File: src/rtl/sha_pkg.sv
package sha_pkg;

	typedef struct packed {
		logic        en;
		logic [3:0]  addr;
		logic [31:0] data;
	} wmem_wr_t;

	typedef struct packed {
		logic        en;
		logic [2:0]  addr;
		logic [31:0] data;
	} hmem_wr_t;

	localparam logic [7:0] PAD_BYTE = 8'h80;
	localparam logic [5:0] LEN_POS = 6'd56;
	localparam logic [63:0] BLOCK_BITS = 64'd512;

	function automatic logic [31:0] init_h(input logic [2:0] i);
		logic [31:0] v;
		case (i)
			3'd0: v = 32'h6a09e667;
			3'd1: v = 32'hbb67ae85;
			3'd2: v = 32'h3c6ef372;
			3'd3: v = 32'ha54ff53a;
			3'd4: v = 32'h510e527f;
			3'd5: v = 32'h9b05688c;
			3'd6: v = 32'h1f83d9ab;
			default: v = 32'h5be0cd19;
		endcase
		return v;
	endfunction

	function automatic logic [31:0] round_k(input logic [5:0] i);
		logic [31:0] v;
		case (i)
			6'd0: v = 32'h428a2f98; 6'd1: v = 32'h71374491; 6'd2: v = 32'hb5c0fbcf;
			6'd3: v = 32'he9b5dba5; 6'd4: v = 32'h3956c25b; 6'd5: v = 32'h59f111f1;
			6'd6: v = 32'h923f82a4; 6'd7: v = 32'hab1c5ed5; 6'd8: v = 32'hd807aa98;
			6'd9: v = 32'h12835b01; 6'd10: v = 32'h243185be; 6'd11: v = 32'h550c7dc3;
			6'd12: v = 32'h72be5d74; 6'd13: v = 32'h80deb1fe; 6'd14: v = 32'h9bdc06a7;
			6'd15: v = 32'hc19bf174; 6'd16: v = 32'he49b69c1; 6'd17: v = 32'hefbe4786;
			6'd18: v = 32'h0fc19dc6; 6'd19: v = 32'h240ca1cc; 6'd20: v = 32'h2de92c6f;
			6'd21: v = 32'h4a7484aa; 6'd22: v = 32'h5cb0a9dc; 6'd23: v = 32'h76f988da;
			6'd24: v = 32'h983e5152; 6'd25: v = 32'ha831c66d; 6'd26: v = 32'hb00327c8;
			6'd27: v = 32'hbf597fc7; 6'd28: v = 32'hc6e00bf3; 6'd29: v = 32'hd5a79147;
			6'd30: v = 32'h06ca6351; 6'd31: v = 32'h14292967; 6'd32: v = 32'h27b70a85;
			6'd33: v = 32'h2e1b2138; 6'd34: v = 32'h4d2c6dfc; 6'd35: v = 32'h53380d13;
			6'd36: v = 32'h650a7354; 6'd37: v = 32'h766a0abb; 6'd38: v = 32'h81c2c92e;
			6'd39: v = 32'h92722c85; 6'd40: v = 32'ha2bfe8a1; 6'd41: v = 32'ha81a664b;
			6'd42: v = 32'hc24b8b70; 6'd43: v = 32'hc76c51a3; 6'd44: v = 32'hd192e819;
			6'd45: v = 32'hd6990624; 6'd46: v = 32'hf40e3585; 6'd47: v = 32'h106aa070;
			6'd48: v = 32'h19a4c116; 6'd49: v = 32'h1e376c08; 6'd50: v = 32'h2748774c;
			6'd51: v = 32'h34b0bcb5; 6'd52: v = 32'h391c0cb3; 6'd53: v = 32'h4ed8aa4a;
			6'd54: v = 32'h5b9cca4f; 6'd55: v = 32'h682e6ff3; 6'd56: v = 32'h748f82ee;
			6'd57: v = 32'h78a5636f; 6'd58: v = 32'h84c87814; 6'd59: v = 32'h8cc70208;
			6'd60: v = 32'h90befffa; 6'd61: v = 32'ha4506ceb; 6'd62: v = 32'hbef9a3f7;
			default: v = 32'hc67178f2;
		endcase
		return v;
	endfunction

endpackage

File: src/rtl/sha_blkmem.sv
module sha_blkmem import sha_pkg::*; (
	input  logic        clk,
	input  wmem_wr_t    wr,
	input  logic [3:0]  rd_addr,
	output logic [31:0] rd_data
);

	logic [31:0] mem [16];
	logic [31:0] rd_data_q;

	always_ff @(posedge clk) begin
		if (wr.en) begin
			mem[wr.addr] <= wr.data;
		end
		rd_data_q <= mem[rd_addr];
	end

	assign rd_data = rd_data_q;

endmodule

File: src/rtl/sha_hashmem.sv
module sha_hashmem import sha_pkg::*; (
	input  logic        clk,
	input  logic        arst_n,
	input  hmem_wr_t    wr,
	input  logic        clr,
	input  logic [2:0]  rd_addr,
	output logic [31:0] rd_data
);

	logic [31:0] mem [8];
	logic [31:0] mem_rd_q;
	logic [7:0]  vld_q;
	logic        vld_rd_q;
	logic [2:0]  addr_rd_q;

	always_ff @(posedge clk) begin
		if (wr.en) begin
			mem[wr.addr] <= wr.data;
		end
		mem_rd_q <= mem[rd_addr];
		addr_rd_q <= rd_addr;
	end

	always_ff @(posedge clk or negedge arst_n) begin
		if (!arst_n) begin
			vld_q <= '0;
			vld_rd_q <= 1'b0;
		end else begin
			vld_rd_q <= vld_q[rd_addr];
			if (clr) begin
				vld_q <= '0;
			end else if (wr.en) begin
				vld_q[wr.addr] <= 1'b1;
			end
		end
	end

	assign rd_data = vld_rd_q ? mem_rd_q : init_h(addr_rd_q);

endmodule

File: src/rtl/sha256_stream_hasher_top.sv
// Absorb takes input bytes while idle; every 64th byte starts a compression, during which
// input is stalled (hash load, 64 rounds at one per cycle, write-back).
// Finish pads with the 0x80 byte, zeros and the bit length, compresses one or two blocks, then offers
// eight digest items, one per cycle while the sink is ready.
// The asynchronous reset clears control state and marks the hash memory as holding
// the initial hash values; the block buffer is left undefined.
module sha256_stream_hasher_top import sha_pkg::*; (
	input  logic        clk,
	input  logic        arst_n,
	input  logic        s_axis_tvalid,
	output logic        s_axis_tready,
	input  logic [7:0]  s_axis_tdata,  // [7:0] data_byte
	input  logic        s_axis_tuser,  // [0] mode
	output logic        m_axis_tvalid,
	input  logic        m_axis_tready,
	output logic [39:0] m_axis_tdata,  // [31:0] digest_word, [34:32] word_index, zero fill
	output logic        m_axis_tlast
);

	localparam logic [2:0] S_IDLE  = 3'd0;
	localparam logic [2:0] S_PAD   = 3'd1;
	localparam logic [2:0] S_HLOAD = 3'd2;
	localparam logic [2:0] S_ROUND = 3'd3;
	localparam logic [2:0] S_HUPD  = 3'd4;
	localparam logic [2:0] S_OUT   = 3'd5;

	logic [2:0]  state_q;
	logic [6:0]  cnt_q;
	logic [5:0]  byte_cnt_q;
	logic [23:0] asm_q;
	logic [63:0] tot_q;
	logic [63:0] len_q;
	logic [3:0]  pad_idx_q;
	logic        first_q;
	logic        lenblk_q;
	logic        fin_q;
	logic [2:0]  out_idx_q;
	logic [31:0] wk_q [8];
	logic [31:0] sch_q [16];
	logic [31:0] dig_q [8];

	wmem_wr_t    wwr;
	hmem_wr_t    hwr;
	logic        hclr;
	logic [3:0]  w_rd_addr;
	logic [31:0] w_rd_data;
	logic [2:0]  h_rd_addr;
	logic [31:0] h_rd_data;
	logic [31:0] pad_word;
	logic [31:0] w_new;
	logic [31:0] w_cur;
	logic [31:0] t1;
	logic [31:0] t2;
	logic [31:0] hsum;
	logic        in_acc;
	logic        out_acc;
	logic        last_upd;

	function automatic logic [31:0] ror(input logic [31:0] v, input int n);
		return (v >> n) | (v << (32 - n));
	endfunction

	sha_blkmem u_blkmem (
		.clk     (clk),
		.wr      (wwr),
		.rd_addr (w_rd_addr),
		.rd_data (w_rd_data)
	);

	sha_hashmem u_hashmem (
		.clk     (clk),
		.arst_n  (arst_n),
		.wr      (hwr),
		.clr     (hclr),
		.rd_addr (h_rd_addr),
		.rd_data (h_rd_data)
	);

	assign s_axis_tready = (state_q == S_IDLE);
	assign in_acc = s_axis_tvalid && s_axis_tready;
	assign m_axis_tvalid = (state_q == S_OUT);
	assign out_acc = m_axis_tvalid && m_axis_tready;
	assign m_axis_tdata = {5'b0, out_idx_q, dig_q[0]};
	assign m_axis_tlast = (out_idx_q == 3'd7);
	assign last_upd = (state_q == S_HUPD) && (cnt_q == 7'd8);

	always_comb begin
		case (byte_cnt_q[1:0])
			2'd0: pad_word = {PAD_BYTE, 24'h0};
			2'd1: pad_word = {asm_q[7:0], PAD_BYTE, 16'h0};
			2'd2: pad_word = {asm_q[15:0], PAD_BYTE, 8'h0};
			default: pad_word = {asm_q[23:0], PAD_BYTE};
		endcase
	end

	assign w_new = (ror(sch_q[14], 17) ^ ror(sch_q[14], 19) ^ (sch_q[14] >> 10)) + sch_q[9]
		+ (ror(sch_q[1], 7) ^ ror(sch_q[1], 18) ^ (sch_q[1] >> 3)) + sch_q[0];
	assign w_cur = (cnt_q < 7'd16) ? w_rd_data : w_new;
	assign t1 = wk_q[7] + (ror(wk_q[4], 6) ^ ror(wk_q[4], 11) ^ ror(wk_q[4], 25))
		+ ((wk_q[4] & wk_q[5]) ^ (~wk_q[4] & wk_q[6])) + round_k(cnt_q[5:0]) + w_cur;
	assign t2 = (ror(wk_q[0], 2) ^ ror(wk_q[0], 13) ^ ror(wk_q[0], 22))
		+ ((wk_q[0] & wk_q[1]) ^ (wk_q[0] & wk_q[2]) ^ (wk_q[1] & wk_q[2]));
	assign hsum = h_rd_data + wk_q[0];

	always_comb begin
		wwr = '0;
		hwr = '0;
		hclr = 1'b0;
		w_rd_addr = 4'd0;
		h_rd_addr = cnt_q[2:0];
		case (state_q)
			S_IDLE: begin
				if (in_acc && !s_axis_tuser && byte_cnt_q[1:0] == 2'd3) begin
					wwr.en = 1'b1;
					wwr.addr = byte_cnt_q[5:2];
					wwr.data = {asm_q, s_axis_tdata};
				end
			end
			S_PAD: begin
				wwr.en = 1'b1;
				wwr.addr = pad_idx_q;
				if (first_q) begin
					wwr.data = pad_word;
				end else if (lenblk_q && pad_idx_q == 4'd14) begin
					wwr.data = len_q[63:32];
				end else if (lenblk_q && pad_idx_q == 4'd15) begin
					wwr.data = len_q[31:0];
				end else begin
					wwr.data = 32'h0;
				end
			end
			S_ROUND: begin
				w_rd_addr = cnt_q[3:0] + 4'd1;
			end
			S_HUPD: begin
				if (cnt_q != 7'd0 && !(fin_q && lenblk_q)) begin
					hwr.en = 1'b1;
					hwr.addr = cnt_q[2:0] - 3'd1;
					hwr.data = hsum;
				end
				hclr = last_upd && fin_q && lenblk_q;
			end
			default: begin
			end
		endcase
	end

	always_ff @(posedge clk) begin
		case (state_q)
			S_IDLE: begin
				if (in_acc && !s_axis_tuser) begin
					asm_q <= {asm_q[15:0], s_axis_tdata};
				end
				if (in_acc && s_axis_tuser) begin
					len_q <= tot_q + {55'd0, byte_cnt_q, 3'd0};
				end
			end
			S_HLOAD: begin
				if (cnt_q != 7'd0) begin
					for (int i = 0; i < 7; i++) begin
						wk_q[i] <= wk_q[i + 1];
					end
					wk_q[7] <= h_rd_data;
				end
			end
			S_ROUND: begin
				for (int i = 0; i < 15; i++) begin
					sch_q[i] <= sch_q[i + 1];
				end
				sch_q[15] <= w_cur;
				wk_q[7] <= wk_q[6];
				wk_q[6] <= wk_q[5];
				wk_q[5] <= wk_q[4];
				wk_q[4] <= wk_q[3] + t1;
				wk_q[3] <= wk_q[2];
				wk_q[2] <= wk_q[1];
				wk_q[1] <= wk_q[0];
				wk_q[0] <= t1 + t2;
			end
			S_HUPD: begin
				if (cnt_q != 7'd0) begin
					for (int i = 0; i < 7; i++) begin
						wk_q[i] <= wk_q[i + 1];
						dig_q[i] <= dig_q[i + 1];
					end
					dig_q[7] <= hsum;
				end
			end
			S_OUT: begin
				if (out_acc) begin
					for (int i = 0; i < 7; i++) begin
						dig_q[i] <= dig_q[i + 1];
					end
				end
			end
			default: begin
			end
		endcase
	end

	always_ff @(posedge clk or negedge arst_n) begin
		if (!arst_n) begin
			state_q <= S_IDLE;
			cnt_q <= '0;
			byte_cnt_q <= '0;
			tot_q <= '0;
			pad_idx_q <= '0;
			first_q <= 1'b0;
			lenblk_q <= 1'b0;
			fin_q <= 1'b0;
			out_idx_q <= '0;
		end else begin
			case (state_q)
				S_IDLE: begin
					if (in_acc && !s_axis_tuser) begin
						byte_cnt_q <= byte_cnt_q + 6'd1;
						if (byte_cnt_q == 6'd63) begin
							state_q <= S_HLOAD;
							cnt_q <= '0;
						end
					end else if (in_acc) begin
						fin_q <= 1'b1;
						first_q <= 1'b1;
						pad_idx_q <= byte_cnt_q[5:2];
						lenblk_q <= (byte_cnt_q < LEN_POS);
						state_q <= S_PAD;
					end
				end
				S_PAD: begin
					first_q <= 1'b0;
					pad_idx_q <= pad_idx_q + 4'd1;
					if (pad_idx_q == 4'd15) begin
						state_q <= S_HLOAD;
						cnt_q <= '0;
					end
				end
				S_HLOAD: begin
					if (cnt_q == 7'd8) begin
						state_q <= S_ROUND;
						cnt_q <= '0;
					end else begin
						cnt_q <= cnt_q + 7'd1;
					end
				end
				S_ROUND: begin
					if (cnt_q == 7'd63) begin
						state_q <= S_HUPD;
						cnt_q <= '0;
					end else begin
						cnt_q <= cnt_q + 7'd1;
					end
				end
				S_HUPD: begin
					cnt_q <= cnt_q + 7'd1;
					if (last_upd) begin
						cnt_q <= '0;
						if (fin_q && lenblk_q) begin
							state_q <= S_OUT;
							out_idx_q <= '0;
							byte_cnt_q <= '0;
							tot_q <= '0;
							fin_q <= 1'b0;
						end else if (fin_q) begin
							state_q <= S_PAD;
							lenblk_q <= 1'b1;
							pad_idx_q <= '0;
						end else begin
							state_q <= S_IDLE;
							tot_q <= tot_q + BLOCK_BITS;
						end
					end
				end
				S_OUT: begin
					if (out_acc) begin
						out_idx_q <= out_idx_q + 3'd1;
						if (out_idx_q == 3'd7) begin
							state_q <= S_IDLE;
						end
					end
				end
				default: begin
					state_q <= S_IDLE;
				end
			endcase
		end
	end

	a_no_overlap: assert property (@(posedge clk) disable iff (!arst_n)
		!(s_axis_tready && m_axis_tvalid))
		else $error("input accepted while digest items pending");

	a_round_bound: assert property (@(posedge clk) disable iff (!arst_n)
		(state_q == S_ROUND) |-> (cnt_q < 7'd64))
		else $error("round counter out of range");

	a_final_out: assert property (@(posedge clk) disable iff (!arst_n)
		(last_upd && fin_q && lenblk_q) |=> (state_q == S_OUT && out_idx_q == 3'd0))
		else $error("final compression did not lead to digest output");

endmodule
File: config.mk
export PLATFORM = sky130hd
export DESIGN_NAME = sha256_stream_hasher_top
export DESIGN_NICKNAME = d
export VERILOG_FILES = /design/src/rtl/sha_pkg.sv /design/src/rtl/sha_blkmem.sv /design/src/rtl/sha_hashmem.sv /design/src/rtl/sha256_stream_hasher_top.sv
export SDC_FILE = /design/constraint.sdc
export NUM_CORES = 2
export LEC_CHECK = 0
export BUFFER_PORTS_ARGS = -buffer_cell sky130_fd_sc_hd__buf_2
export CORE_UTILIZATION = 30
export DETAILED_ROUTE_END_ITERATION = 8
export GPL_ROUTABILITY_DRIVEN = 0
export HOLD_SLACK_MARGIN = 0.06
export PLACE_DENSITY = 0.48
export SLEW_MARGIN = 10
export SYNTH_ARGS = -nofsm -noshare
export SYNTH_HDL_FRONTEND = slang
export SYNTH_HIERARCHICAL = 1
export SYNTH_SLANG_ARGS = --single-unit
File: constraint.sdc
create_clock -name clk -period 32.2 [get_ports clk]
set_clock_uncertainty 0.05 [all_clocks]
set_input_delay 1.61 -clock clk [delete_from_list [all_inputs] [get_ports clk]]
set_output_delay 1.61 -clock clk [all_outputs]
set_load 0.01 [all_outputs]
==> impl_metrics.yaml <==
outcome:
  status: "finished, final reports clean"
placement:
  portBuffers: 50
  dp_hpwl_mm: 165
  pre_cts_ws_ns: 21.16
logic_synthesis:
  synth_edf_count: 1877
  synthFlopType: "edfxtp_1"
  synthCells: 6354
  synthDistinctLibCells: 98
  async_flop_share_pct: 4.42
  syn_avg_cell_area_um2: 14.4
  yosys_warnings: 6
  ys_ff_latch: 2034
  ys_seq_area_share_pct: 65.5
  syn_area_um2: 91600
grt:
  overflow: 0
  grt.busiest_layer: "met2"
  grt_pass1_wl_mm: 359
  met1_usage_pct: 22.9
  use_met3_pct: 2.20
  antenna_found_initial: 15
  grt_max_degree: 213
  track_usage_pct: 15.9
  grt_use_met2_pct: 25.2
  grt_pass1_vias: 50900
worst_setup_path:
  max_stage_delay_ns: 0.55
  cp_top_family: "adder cells"
  cp_data_arrival_time_ns: 11.77
  cp_common_cell: "fa_1"
  critPathSlowestCell: "fa_1"
  worstPathRequired_ns: 32.80
  cp-end-kind: "flip-flop"
  crit_fanout: 5
  worst-path-buf-inv: 3
  path_class: "reg -> reg"
  critPathLaunchType: "flip-flop"
clock_network:
  cts_root_buf: "clkbuf_16"
  path_clk_slew_ns: 0.07
  cts_made_buffers: 223
  tritoncts: "yes"
  clock_path_buffers: 4
  cts.sink_count: 2034
  clk_latency_ns: 0.94
  htreeDepth: 4
  ctsResizeCount: 0
  postCtsHoldBufs: 0
  cts_setup_buffers: 0
sta:
  maxSlewViolCount: 0
  period_share_pct: 34.7
  rsz0062_at_grt: "false"
  max_freq_mhz: 89.5
  setup_viol: 0
  hold_viol: 0
  period_needed_ns: 11.18
  slew-limit-headroom_pct: 12.8
  tightest_slew_ns: 1.31
  setup-tns-final_ns: 0
  fin_ws_ns: 21.02
route:
  drc: 0
  viasPerCell: 4.95
  wire_per_inst_um: 23.7
  vias: 52000
  dr.first_iter.drc_count: 5351
  ant_nets: 0
  dr.pass1.iters: 6
  wl_mm: 249
floorplanning:
  fp.dieH_um: 554
  die_width_um: 554
  start_util_pct: 30.2
  rows: 202
  core_um2: 303000
  die-area_um2: 307000
  io_pins: 56
cells_and_area:
  fillers: 29400
  final_cell_mix: "edfxtp_1, nand2_1, xnor2_1, inv_1, o21ai_0"
  nets: 6720
  utilization_pct: 34.0
  area_growth_pct: 12.7
  drive_gt1_share_pct: 12.4
  final_common_cell: "edfxtp_1"
flow_run:
  max_cap_viol_count: 0
worst_hold_path:
  hp-class: "reg -> reg"
[stage by stage]
stage | cell area (µm²) | std cells | hold slack, ns
after detailed placement | 96100 | 10100 | 0.355
after floorplan | 91600 | 6358 | 0.350
after CTS | 103000 | 10500 | 0.274
final | 103000 | 10500 | 0.282
after global routing | 103000 | 10500 | 0.305
after global placement | 96100 | 10100 | 0.350
[Yosys cell counts (30+ instances only)]
cell type / instances / share of area [%]
a211oi_1: 34 / 0.28
a21o_1: 83 / 0.68
a21oi_1: 231 / 1.3
a22oi_1: 79 / 0.65
and2_1: 44 / 0.30
and3_1: 33 / 0.23
buf_1: 30 / 0.12
buf_4: 47 / 0.39
clkbuf_1: 302 / 1.2
dfrtp_1: 90 / 2.5
dfxtp_1: 67 / 1.5
edfxtp_1: 1877 / 62
fa_1: 189 / 4.1
ha_1: 195 / 2.7
inv_1: 286 / 1.2
maj3_1: 30 / 0.33
mux2_2: 72 / 0.89
mux4_2: 188 / 4.6
nand2_1: 852 / 3.5
nand3_1: 70 / 0.38
nor2_1: 269 / 1.1
nor3_1: 62 / 0.34
o21ai_0: 263 / 1.4
o21bai_1: 32 / 0.26
or3_1: 35 / 0.24
xnor2_1: 325 / 3.1
xor2_1: 98 / 0.94
[area by class of cell]
cell class,count,area [µm²],area share (%)
antenna,7,17.5,0.0170
clock buffer,271,5880,5.70
clock inverter,133,1210,1.17
inverter,289,1090,1.06
multi-input combinational,3636,29100,28.2
sequential,2034,60000,58.1
tap,3978,4980,4.82
timing repair buffer,139,958,0.929
[cells by family after synthesis]
| logic type | count (synthesis) | synth area share (%) |
|---|---|---|
| buf+inv | 688 | 3.07 |
| fa+ha+maj | 414 | 7.12 |
| simple gates | 1513 | 7.24 |
| mux | 283 | 5.96 |
| other cells | 1 | 0.00410 |
| compound gates | 997 | 7.06 |
| xor+xnor | 424 | 4.07 |
| flops | 2034 | 65.5 |
[sequential cells by signal (all words and copies together), names as in the netlist]
register	count
first_q	1
u_hashmem/vld_q	8
byte_cnt_q	6
fin_q	1
out_idx_q	3
state_q	3
u_hashmem/addr_rd_q	3
u_hashmem/vld_rd_q	1
u_hashmem/mem	256
sch_q	512
u_blkmem/mem	512
lenblk_q	1
dig_q	256
tot_q	55
asm_q	24
pad_idx_q	4
len_q	61
u_hashmem/mem_rd_q	32
cnt_q	7
wk_q	256
u_blkmem/rd_data	32
[routing by layer]
layer  wire, µm  share of wire [%]  vias to the layer above
met5         16             0.0064                        -
met4       4770                1.9                        2
met1     114000                 46                    26800
met3      14200                5.7                      293
met2     116000                 47                     1600
li1           -                  -                    23200
[worst paths after layout]
check                                 to  slack (ns)  cells past startpoint           from
max reg2reg                  wk_q[0][31]       21.02                     41   sch_q[0][36]
min in group asynchronous   out_idx_q[2]        0.61                      1         arst_n
min                        sch_q[0][132]        0.28                      0  sch_q[0][164]
min reg2reg                sch_q[0][132]        0.28                      0  sch_q[0][164]
max in group asynchronous       cnt_q[0]       30.22                      2         arst_n
max                          wk_q[0][31]       21.02                     41   sch_q[0][36]
Power is left out: the tool's default activity adds up to more than one toggle a clock period on the data nets, which glitch-free logic cannot reach.
